==> config.mk <==
export PLATFORM = sky130hd
export DESIGN_NAME = nsck_div
export DESIGN_NICKNAME = d
export VERILOG_FILES = /design/src/rtl/nsck_pkg.sv /design/src/rtl/nsck_div.sv
export VERILOG_INCLUDE_DIRS = /design/src /design/src/rtl
export SDC_FILE = /design/constraint.sdc
export NUM_CORES = 1
export LEC_CHECK = 0
export BUFFER_PORTS_ARGS = -buffer_cell sky130_fd_sc_hd__clkbuf_2
export CELL_PAD_IN_SITES_DETAIL_PLACEMENT = 0
export CELL_PAD_IN_SITES_GLOBAL_PLACEMENT = 1
export CORE_MARGIN = 5
export CORE_UTILIZATION = 45
export CTS_CLUSTER_DIAMETER = 120
export CTS_CLUSTER_SIZE = 10
export DETAILED_ROUTE_END_ITERATION = 12
export PLACE_DENSITY_LB_ADDON = 0.1
export SYNTH_ARGS = -nofsm -noshare
export SYNTH_HDL_FRONTEND = slang
export SYNTH_SLANG_ARGS = --single-unit
==> constraint.sdc <==
create_clock -name aclk -period 4.91 [get_ports aclk]
set_input_delay 0.2455 -clock aclk [delete_from_list [all_inputs] [get_ports aclk]]
set_output_delay 0.2455 -clock aclk [all_outputs]
set_load 0.03 [all_outputs]
==> src/rtl/nearest_scale_color_key_assert.svh <==
// assertion macros shared by the scaler modules
`ifndef NEAREST_SCALE_COLOR_KEY_ASSERT_SVH
`define NEAREST_SCALE_COLOR_KEY_ASSERT_SVH

`ifndef NO_ASSERTIONS

// checked only while out of reset
`define NSCK_ASSERT(label, clk, rstn, prop, msg) \
    label: assert property (@(posedge clk) disable iff (!rstn) prop) \
        else $error(msg);

// checked at every edge, reset included
`define NSCK_ASSERT_ALWAYS(label, clk, prop, msg) \
    label: assert property (@(posedge clk) prop) \
        else $error(msg);

`else

`define NSCK_ASSERT(label, clk, rstn, prop, msg)
`define NSCK_ASSERT_ALWAYS(label, clk, prop, msg)

`endif

`endif

==> src/rtl/nsck_pkg.sv <==
// types and constants of the nearest scaler with color key
package nsck_pkg;

    localparam int COORD_W   = 12;
    localparam int SRC_DIM_W = 9;
    localparam int DST_DIM_W = 13;
    localparam int CHAN_W    = 8;
    localparam int PIX_W     = 3 * CHAN_W;
    localparam int PROD_W    = DST_DIM_W + SRC_DIM_W;
    localparam int QUO_W     = SRC_DIM_W;
    localparam int CNT_W     = $clog2(QUO_W + 1);
    localparam int SRC_DIM_MAX = 511;

    localparam logic [CHAN_W-1:0] ALPHA_BASE = 8'hFF;

    localparam logic FUNC_WRITE = 1'b0;
    localparam logic FUNC_READ  = 1'b1;

    localparam logic [2:0] REG_SRC_WIDTH  = 3'd0;
    localparam logic [2:0] REG_SRC_HEIGHT = 3'd1;
    localparam logic [2:0] REG_DST_WIDTH  = 3'd2;
    localparam logic [2:0] REG_DST_HEIGHT = 3'd3;
    localparam logic [2:0] REG_KEY_THRESH = 3'd4;
    localparam logic [2:0] REG_COLOR_OFFS = 3'd5;

    typedef enum logic [2:0] {
        ST_IDLE,
        ST_MUL,
        ST_DIV,
        ST_READ,
        ST_DONE
    } state_t;

    typedef struct packed {
        logic busy;
        logic done;
    } div_stat_t;

endpackage

==> src/rtl/nsck_div.sv <==
// restoring divider, one quotient bit per cycle
`include "nearest_scale_color_key_assert.svh"

module nsck_div
    import nsck_pkg::*;
(
    input  logic                 aclk,
    input  logic                 aresetn,
    input  logic                 start,
    input  logic [PROD_W-1:0]    dividend,
    input  logic [DST_DIM_W-1:0] divisor,
    output div_stat_t            stat,
    output logic [QUO_W-1:0]     quotient
);

    logic                 busy_reg;
    logic                 done_reg;
    logic [CNT_W-1:0]     cnt_reg;
    logic [PROD_W-1:0]    rem_reg;
    logic [PROD_W-1:0]    dsh_reg;
    logic [DST_DIM_W-1:0] div_reg;
    logic [QUO_W-1:0]     quo_reg;
    logic                 ge;

    assign ge = (rem_reg >= dsh_reg);

    // control
    always_ff @(posedge aclk) begin
        if (!aresetn) begin
            busy_reg <= 1'b0;
            done_reg <= 1'b0;
            cnt_reg  <= '0;
        end else if (start) begin
            busy_reg <= 1'b1;
            done_reg <= 1'b0;
            cnt_reg  <= CNT_W'(QUO_W);
        end else if (busy_reg) begin
            cnt_reg <= cnt_reg - CNT_W'(1);
            if (cnt_reg == CNT_W'(1)) begin
                busy_reg <= 1'b0;
                done_reg <= 1'b1;
            end
        end
    end

    // datapath: trial subtract of the shifted divisor
    always_ff @(posedge aclk) begin
        if (start) begin
            rem_reg <= dividend;
            dsh_reg <= PROD_W'(divisor) << (QUO_W - 1);
            div_reg <= divisor;
            quo_reg <= '0;
        end else if (busy_reg) begin
            if (ge) begin
                rem_reg <= rem_reg - dsh_reg;
            end
            quo_reg <= {quo_reg[QUO_W-2:0], ge};
            dsh_reg <= dsh_reg >> 1;
        end
    end

    assign stat.busy = busy_reg;
    assign stat.done = done_reg;
    assign quotient  = quo_reg;

    `NSCK_ASSERT(a_rem_below_divisor, aclk, aresetn, done_reg |-> (rem_reg < PROD_W'(div_reg)), "remainder not below divisor")
    `NSCK_ASSERT(a_start_when_free, aclk, aresetn, start |-> !busy_reg, "divider started while busy")
    `NSCK_ASSERT(a_busy_done_excl, aclk, aresetn, !(busy_reg && done_reg), "divider busy and done together")

endmodule

# ---- Word-level counts from Yosys, hierarchy flattened
# Cells that the tools add are included.
dict set report word_totals {
  regBits 58
  latch_bits 0
  mem_bits_rw 0
  romBits 0
  output_inout_bits 11
  word_cells 28
  mem_count 0
}
dict set report classes {
  n_addsub 2
  multipliers 0
  n_div 0
  magnitude_cmp 1
  n_eq_ne 1
  shifts 0
  n_mux 10
  n_bitwise 1
  n_reduce_logical 5
}
# cell n
set ops {}
lappend ops {{2-to-1 mux 22 bit} 3}
lappend ops {{2-to-1 mux 21 bit} 2}
lappend ops {{greater-or-equal comparator 22 x 21 -> 1 bit} 1}
lappend ops {{subtractor 22 x 21 -> 22 bit} 1}
lappend ops {{2-to-1 mux 4 bit} 2}
lappend ops {{== test 4 x 1 -> 1 bit (second input constant)} 1}
lappend ops {{AND reduction 2 bit} 2}
lappend ops {{nonzero test 2 bit} 2}
lappend ops {{subtractor 4 x 1 -> 4 bit (second input constant)} 1}
lappend ops {{2-to-1 mux 1 bit} 3}
lappend ops {{OR reduction 2 bit} 1}
lappend ops {{inverter 1 bit} 1}

# ---- Depth between registers and ports, before layout
# Gate-level depths: netlist (run 1).
dict set report logic_depth {
  depth_word 4
  depth_mapped 9
}

# ---- Worst setup path before layout (run 1)
# No wires, ideal clock.
dict set report synth_path {
  kind {register to register}
  startpoint {register rem_reg[0]}
  endpoint {register rem_reg[0], enable pin}
  setup_ns 0.383
  arrival_ns 2.455
  required_ns 4.527
  path_slack_ns 2.072
  path_stages_with_launch 10
  path_buffers 0
  path_cell_list {edfxtp_1 > inv_1 > ha_1 > fa_1 > nor2b_1 > o211ai_1 > a211oi_1 > or2_2 > o2111ai_1 > nand3b_1}
}
dict set report synth_between {
  elab_chain_len 3
}
# element line_no
set synth_lines {}
lappend synth_lines {{start, declared} nsck_div.sv:19} ;# logic [PROD_W-1:0] rem_reg;
lappend synth_lines {{start signal, assigned} nsck_div.sv:49} ;# rem_reg <= dividend;
lappend synth_lines {{start signal, assigned} nsck_div.sv:55} ;# rem_reg <= rem_reg - dsh_reg;
lappend synth_lines {{greater-or-equal comparator 22 x 21 -> 1 bit} nsck_div.sv:25} ;# assign ge = (rem_reg >= dsh_reg);
lappend synth_lines {{nonzero test 2 bit (no source line)} n/a}
lappend synth_lines {{AND reduction 2 bit (no source line)} n/a}
# No other way between the ends.
# A chain may end at the register's enable or synchronous reset.

# ---- Final worst setup path (run 1)
dict set report layout_path {
  startpoint {register rem_reg[0]}
  endpoint {register rem_reg[12], enable pin}
}
# Same word-level chain as after synthesis.

==> results.yml, run 1 <==
outcome:
  outcome: "complete, no violations"
finish:
  largest_reg_flops: 22
  n_fill_cell: 783
  multiInputGateArea_mm2: 0.001973
  design_area_mm2: 0.004222
  seq_area_mm2: 0.001511
  area_growth_pct: 14.03
  nets: 511
  fin_util_pct: 51.90
  num_antenna_cells: 0
  drive_gt1_share_pct: 16.08
routing:
  vias: 3119
  post_drt_wl_per_cell_um: 15.98
  viasPerCell: 5.580
  wl_um: 8934
  dr.pass1.iters: 4
  ant_nets: 0
  route.detailed.drc: 0
  drtIter0Drc: 158
logic_synthesis:
  syn-instance-count: 409
  synth-edff-count: 35
  synthArstFlopShare_pct: 0
  yosysWarnings: 0
  yosys_register_bits: 58
  synth_fp_nets: 471
  avgSynthCellArea_um2: 9.052
  ys_types: 57
  syn-cell-area_mm2: 0.003702
  ys.flop_type: "edfxtp_1"
  ys_seq_area_share_pct: 40.82
cts:
  path_clk_slew_ps: 70
  clock_path_buffers: 2
  cts_tree: "built"
  root_buffer: "clkbuf_8"
  clock_sinks: 58
  cts_resized: 0
  clk_latency_ps: 340
  cts_setup_buffers: 0
  cts_hold_buf: 0
  numCtsBuffers: 9
  htree_levels: 3
grt:
  antenna_found_initial: 0
  grt_use_total_pct: 18.76
  gr-total-overflow: 0
  grt_first_pass_wirelength_um: 14900
  grt_max_degree: 84
  grt_pass1_vias: 3121
placement:
  place_area_mm2: 0.004003
  gp_congestion: 0.7925
  hpwl_um: 6417
  numPortBuffers: 48
floorplanning:
  num_rows: 33
  core_mm2: 0.008134
  ioPinCount: 49
  die_area_mm2: 0.01014
  die_w_um: 100.7
  start_util_pct: 45.52
  chipHeight_um: 100.7
timing:
  tns_ps: 0
  worst_hold_slack_ps: 175.8
  finClkSkew_ps: 6.773
  drv_slew: 0
  grt_setup_unrepaired: "false"
  tightest_slew_ps: 847.0
  fmax_mhz: 292.3
  finalSetupViolCount: 0
  fin_crit_ps: 3421
  hold_viol: 0
  maxSlewHeadroom_pct: 43.36
  finalCritPeriodShare_pct: 69.67
power_and_ir_drop:
  power_mw: 1.869
  power_leakage_nw: 1.748
  p_per_area_mw_per_mm2: 442.8
  vdd_drop_max_v: 0.0001766
setup_path:
  startpoint: "rem_reg[0]"
  r2r_start: "rem_reg[0]"
  critPathMaxFanout: 15
  critPathLaunchType: "flip-flop"
  r2r_cells: 10
  cp.arrival_ps: 3470
  r2r-end: "rem_reg[12]"
  critical_path_class: "flip-flop to flip-flop"
  worstSetupEndpointType: "flip-flop"
  worstSetupEndpoint: "rem_reg[12]"
  reg2reg_slack_ps: 1490
  cp.required_ps: 4960
worst_hold_path:
  worstHoldPathType: "input port to flip-flop"
flow_run:
  drv_cap: 0
## critical path, stage by stage, from the launching register on
cell and delay [ps]:
edfxtp_1 320, inv_1 40, ha_1 210, fa_1 410, nor2b_1 170, o211ai_1 130, a211oi_1 480, or2_2 250
o2111ai_1 130, nand3b_1 670, buf_4 310
## placed cells by master, fill, tap and decap left out, types with 6 or more instances in the layout
master    instances
clkbuf_2         48
mux2i_1          17
inv_1            32
o31ai_1          15
a21oi_1          22
ha_1             23
nor2_1           34
nand3_1           6
a21o_1            8
nor2b_1           7
o21ai_0          19
edfxtp_1         35
clkbuf_8         10
dfxtp_1          23
nand2_1          43
nor3_1            9
## stage by stage
stage,std cells,setup slack (ps)
global placement,543,1608
detailed placement,543,1486
global route,559,1220
finish,559,1489
CTS,559,1473
floorplan,409,2072
## cells in the mapped netlist (6+ instances only)
cell type | count | area (um^2)
nand2_1 | 43 | 161.4
edfxtp_1 | 35 | 1051
nor2_1 | 34 | 127.6
inv_1 | 32 | 120.1
dfxtp_1 | 23 | 460.4
ha_1 | 23 | 287.8
a21oi_1 | 22 | 110.1
o21ai_0 | 19 | 95.09
mux2i_1 | 17 | 170.2
o31ai_1 | 15 | 112.6
clkbuf_1 | 12 | 45.04
nor3_1 | 9 | 45.04
a21o_1 | 8 | 60.06
nor2b_1 | 7 | 43.79
nand3_1 | 6 | 30.03
## area by class of cell
cell class | count | area share, %
repair buffers | 51 | 6.224
flip-flops and latches | 58 | 35.80
clock buffers | 11 | 3.349
multi-input cells | 296 | 46.74
well taps | 105 | 3.112
clock inverters | 5 | 1.838
inverters | 33 | 2.934
## routing by layer
metal  global-route usage, %  vias up  routed length (um)
li1                        -     1569                   -
met1                   24.10     1461                4084
met2                   30.63       74                4252
met3                   4.775       15                 446
met4                   6.425        0                 151
met5                       0        -                   0
## worst min path at each step
stage,from,endpoint,cells past startpoint
after detailed placement,done_reg,done_reg,2
after CTS,aresetn,busy_reg,2
after global routing,dividend[4],rem_reg[4],3
after floorplan,aresetn,busy_reg,1
final,aresetn,busy_reg,2
after global placement,done_reg,done_reg,2
## where the power goes
group	switching, mW	internal (mW)
clock	0.201	0.298
combinational	0.450	0.286
sequential	0.0261	0.609
## kinds of logic (layout without fill, tap and decap cells)
group,count (synthesis),count (layout),share of synthesized area [%]
AO/OA/AOI/OAI,116,116,21.63
XOR/XNOR,10,10,2.366
adder cells (fa/ha/maj),24,24,8.314
buffers and inverters,55,100,5.880
flip-flops,58,58,40.82
multiplexers,17,17,4.596
AND/OR/NAND/NOR,129,129,16.39
Note: power is estimated with default switching activity, not from simulation.
==> run 2: changes to the inputs <==
--- a/config.mk
+++ b/config.mk
@@ -10,7 +10,7 @@
 export CELL_PAD_IN_SITES_DETAIL_PLACEMENT = 0
 export CELL_PAD_IN_SITES_GLOBAL_PLACEMENT = 1
 export CORE_MARGIN = 5
-export CORE_UTILIZATION = 45
+export CORE_UTILIZATION = 40
 export CTS_CLUSTER_DIAMETER = 120
 export CTS_CLUSTER_SIZE = 10
 export DETAILED_ROUTE_END_ITERATION = 12
==> constraint.sdc (replaced) <==
create_clock -name aclk -period 3.1 [get_ports aclk]
set_input_delay 0.155 -clock aclk [delete_from_list [all_inputs] [get_ports aclk]]
set_output_delay 0.155 -clock aclk [all_outputs]
set_load 0.03 [all_outputs]
==> results.yml, run 2 (synthesis results as in run 1) <==
outcome:
  outcome: "complete, no violations"
cts:
  root_buffer: "clkbuf_8"
  clk_latency_ps: 360
  cts_resized: 0
  cts_setup_buffers: 0
  clock_path_buffers: 2
  cts_tree: "built"
  numCtsBuffers: 9
  clock_sinks: 58
  cts_hold_buf: 0
  htree_levels: 3
  path_clk_slew_ps: 80
floorplanning:
  die_area_mm2: 0.01128
  chipHeight_um: 106.2
  start_util_pct: 40.45
  die_w_um: 106.2
  num_rows: 35
  core_mm2: 0.009153
  ioPinCount: 49
timing:
  finalCritPeriodShare_pct: 93.06
  finalSetupViolCount: 0
  grt_setup_unrepaired: "false"
  finClkSkew_ps: 16.49
  tightest_slew_ps: 591.2
  tns_ps: 0
  fmax_mhz: 346.6
  hold_viol: 0
  drv_slew: 0
  maxSlewHeadroom_pct: 60.35
  fin_crit_ps: 2885
finish:
  design_area_mm2: 0.004250
  n_fill_cell: 916
  largest_reg_flops: 22
  area_growth_pct: 14.80
  num_antenna_cells: 0
  drive_gt1_share_pct: 16.63
  nets: 514
  final_cell_count_no_fill: 568
  mostFrequentLayoutCell: "clkbuf_2"
  final_cell_mix: "48 x clkbuf_2, 43 x nand2_1, 35 x edfxtp_1"
power_and_ir_drop:
  power_leakage_nw: 1.760
  vdd_drop_max_v: 0.0003176
  p_per_area_mw_per_mm2: 700.5
  power_mw: 2.977
placement:
  numPortBuffers: 48
  dp_cells: 552
  gp_congestion: 0.8299
  hpwl_um: 6792
  place_area_mm2: 0.004033
setup_path:
  critPathMaxFanout: 15
  r2r_start: "rem_reg[0]"
  r2r_cells: 10
  worstSetupEndpointType: "flip-flop"
  cp.arrival_ps: 2920
  reg2reg_slack_ps: 220
  cpPeakStageDelay_ps: 490
  cp_top_family: "compound AO/OA/AOI/OAI gates"
  slowest_stage: "a211oi_1"
  r2r-end: "rem_reg[8]"
  cp.required_ps: 3130
  crit_chain: "inv_1 > ha_1 > fa_1 > nor2b_1 > o211ai_1 > a211oi_1 > or2_2 > o2111ai_1 > nand3b_1 > buf_4"
  path_buf_inv: 2
  critPathLaunchType: "flip-flop"
  critical_path_class: "flip-flop to flip-flop"
grt:
  grt_first_pass_wirelength_um: 15070
  grt_use_total_pct: 16.81
  grt_max_degree: 46
  grt_pass1_vias: 3087
  gr-total-overflow: 0
  antenna_found_initial: 0
worst_hold_path:
  min_from: "divisor[11]"
  hold_path_end: "dsh_reg[19]"
  hold_depth: 3
  worstHoldPathType: "input port to flip-flop"
routing:
  vias: 3117
  post_drt_wl_per_cell_um: 16.18
  route.detailed.drc: 0
  viasPerCell: 5.488
  wl_um: 9190
  drtIter0Drc: 170
  dr.pass1.iters: 4
  ant_nets: 0
flow_run:
  drv_cap: 0
==> run 2: changes by cell type in the layout (fill, tap and decap cells not counted) <==
| cell | delta |
|---|---|
| buf_4 | +3 |
| clkbuf_1 | -1 |
| clkbuf_8 | -1 |
| clkinv_1 | +1 |
| clkinv_2 | -1 |
| clkinv_4 | +2 |
==> run 2: worst max path at each step <==
stage	slack, ps	cells past startpoint	from	to
floorplan	260	9	rem_reg[0]	rem_reg[0]
global placement	310	10	rem_reg[0]	rem_reg[0]
detailed placement	220	10	rem_reg[0]	rem_reg[2]
CTS	210	10	rem_reg[0]	rem_reg[2]
global route	20	10	rem_reg[0]	rem_reg[10]
finish	220	10	rem_reg[0]	rem_reg[8]
==> run 2: metal layers <==
layer	routed length, um	share of wire, %	up-vias	global-route usage [%]
met3	298	3.2	19	3.461
met4	236	2.6	0	7.123
met1	4217	46	1456	20.79
li1	-	-	1583	-
met5	0	0	-	0
met2	4438	48	59	28.37
==> run 2: metrics by stage <==
step	hold slack, ps	setup slack [ps]	utilization, %
6_report	71.80	215.1	46.44
5_1_grt	72.70	17.46	46.44
4_1_cts	68.94	206.8	46.44
2_1_floorplan	283.2	262.1	-
3_3_place_gp	434.6	313.2	44.06
3_5_place_dp	433.3	217.4	44.06
==> run 2: where the power goes <==
part / switching, mW / internal, mW
Clock: 0.338 / 0.451
Combinational: 0.725 / 0.456
Sequential: 0.0436 / 0.963
Total: 1.11 / 1.87
==> run 2: worst register-to-register path, stage by stage (launching register included) <==
cell       delay [ps]
edfxtp_1          330
inv_1              40
ha_1              210
fa_1              400
nor2b_1           160
o211ai_1          140
a211oi_1          490
or2_2             260
o2111ai_1         130
nand3b_1          130
buf_4             280
==> run 2: layout make-up <==
cell class              instances  area, um^2  area share, %
well taps                     111       138.9          3.268
inverters                      33       123.9          2.914
repair buffers                 54       285.3          6.712
flip-flops and latches         58        1511          35.56
clock buffers                   9       123.9          2.914
clock inverters                 7       93.84          2.208
multi-input cells             296        1973          46.42
==> run 3: changes to the inputs <==
--- a/config.mk
+++ b/config.mk
@@ -14,6 +14,7 @@
 export CTS_CLUSTER_DIAMETER = 120
 export CTS_CLUSTER_SIZE = 10
 export DETAILED_ROUTE_END_ITERATION = 12
+export HOLD_SLACK_MARGIN = 0.12
 export PLACE_DENSITY_LB_ADDON = 0.1
 export SYNTH_ARGS = -nofsm -noshare
 export SYNTH_HDL_FRONTEND = slang
==> results.yml, run 3 (synthesis results as in run 1) <==
timing:
  tightest_slew_ps: 594.1
  fin_crit_ps: 2877
  fmax_mhz: 347.6
  finalCritPeriodShare_pct: 92.81
  drv_slew: 0
  finClkSkew_ps: 15.84
  finalSetupViolCount: 0
  maxSlewHeadroom_pct: 60.15
  hold_viol: 0
  tns_ps: 0
  grt_setup_unrepaired: "false"
grt:
  grt_first_pass_wirelength_um: 15460
  met1_usage_pct: 21.11
  grt_pass1_vias: 3194
  grt_use_met2_pct: 29.41
  grt_max_degree: 46
  gr-total-overflow: 0
  grt_use_total_pct: 17.19
  busiest_layer: "met2"
  antenna_found_initial: 0
  use_met3_pct: 3.339
floorplanning:
  ioPinCount: 49
  num_rows: 35
  die_area_mm2: 0.01128
  core_mm2: 0.009153
  chipHeight_um: 106.2
  die_w_um: 106.2
  start_util_pct: 40.45
placement:
  hpwl_um: 6792
  place_area_mm2: 0.004033
  gp_congestion: 0.8299
  numPortBuffers: 48
routing:
  post_drt_wl_per_cell_um: 15.76
  wl_um: 9328
  drtIter0Drc: 197
  viasPerCell: 5.394
  route.detailed.drc: 0
  dr.pass1.iters: 4
  vias: 3193
  ant_nets: 0
setup_path:
  reg2reg_slack_ps: 220
  startpoint: "rem_reg[0]"
  critical_path_class: "flip-flop to flip-flop"
  worstSetupEndpoint: "rem_reg[8]"
  worstSetupEndpointType: "flip-flop"
  cp.arrival_ps: 2910
  r2r-end: "rem_reg[8]"
  r2r_start: "rem_reg[0]"
  r2r_cells: 10
  critPathLaunchType: "flip-flop"
  cp.required_ps: 3130
  critPathMaxFanout: 15
finish:
  drive_gt1_share_pct: 15.80
  largest_reg_flops: 22
  nets: 538
  final_cell_mix: "48 x clkbuf_2, 43 x nand2_1, 35 x edfxtp_1"
  mostFrequentLayoutCell: "clkbuf_2"
  area_growth_pct: 21.29
  design_area_mm2: 0.004491
  num_antenna_cells: 0
cts:
  htree_levels: 3
  root_buffer: "clkbuf_8"
  clock_path_buffers: 2
  cts_tree: "built"
  cts_resized: 0
  numCtsBuffers: 9
  clock_sinks: 58
  path_clk_slew_ps: 70
  clk_latency_ps: 350
power_and_ir_drop:
  vdd_drop_max_v: 0.0003182
  p_per_area_mw_per_mm2: 668.1
  power_leakage_nw: 1.860
outcome:
  outcome: "complete, no violations"
worst_hold_path:
  worstHoldPathType: "input port to flip-flop"
flow_run:
  drv_cap: 0
[run 3: cell count changes in the layout (fill, tap and decap cells not counted), sizes merged]
cell | previous run | this run
dlygate4sd3 | 0 | 24
[run 3: repair_timing]
item,CTS,global route
hold buffers,24,0
endpoints found under the hold margin,26,0
buffers inserted,0,0
[run 3: routing by layer]
| layer | vias to the layer above | part of all wire (%) | wire (um) |
|---|---|---|---|
| met5 | - | 0 | 0 |
| met4 | 0 | 2.1 | 194 |
| met3 | 16 | 3.1 | 286 |
| met2 | 55 | 50 | 4622 |
| met1 | 1496 | 45 | 4225 |
| li1 | 1626 | - | - |
[run 3: where the power goes]
| group | total (mW) | internal [mW] | switching, mW |
|---|---|---|---|
| Sequential | 1.01 | 0.963 | 0.0438 |
| Combinational | 1.20 | 0.475 | 0.727 |
| Clock | 0.790 | 0.451 | 0.339 |
| Total | 3.00 | 1.89 | 1.11 |
[run 3: area by class of cell]
cell class	instances	area, um^2
clock inverters	7	93.84
flip-flops and latches	58	1511
repair buffers	78	525.5
fillers	900	4662
well taps	111	138.9
multi-input cells	296	1973
clock buffers	9	123.9
inverters	33	123.9
[run 3: how the worst min path moves through the flow]
stage / from / endpoint / slack (ps) / depth (start not counted)
floorplan: aresetn / busy_reg / 280 / 1
global placement: divisor[11] / dsh_reg[19] / 430 / 3
detailed placement: aresetn / busy_reg / 430 / 2
CTS: dividend[18] / rem_reg[18] / 130 / 3
global route: divisor[1] / dsh_reg[9] / 140 / 2
finish: dividend[2] / rem_reg[2] / 130 / 3
[run 3: critical path, cell delays in order (launching register included)]
cell and delay (ps):
edfxtp_1 330, inv_1 40, ha_1 210, fa_1 400, nor2b_1 160, o211ai_1 140, a211oi_1 490, or2_2 260
o2111ai_1 130, nand3b_1 130, buf_4 280
[run 3: metrics by stage]
step	power, mW	instances	setup slack [ps]	hold slack [ps]	utilization (%)
floorplan	1.910	409	262.1	283.2	-
global placement	2.194	552	313.2	434.6	44.06
detailed placement	2.197	552	217.4	433.3	44.06
CTS	3.024	592	206.8	127.7	49.06
global route	3.205	592	17.46	139.8	49.06
finish	3.000	592	222.8	129.8	49.06
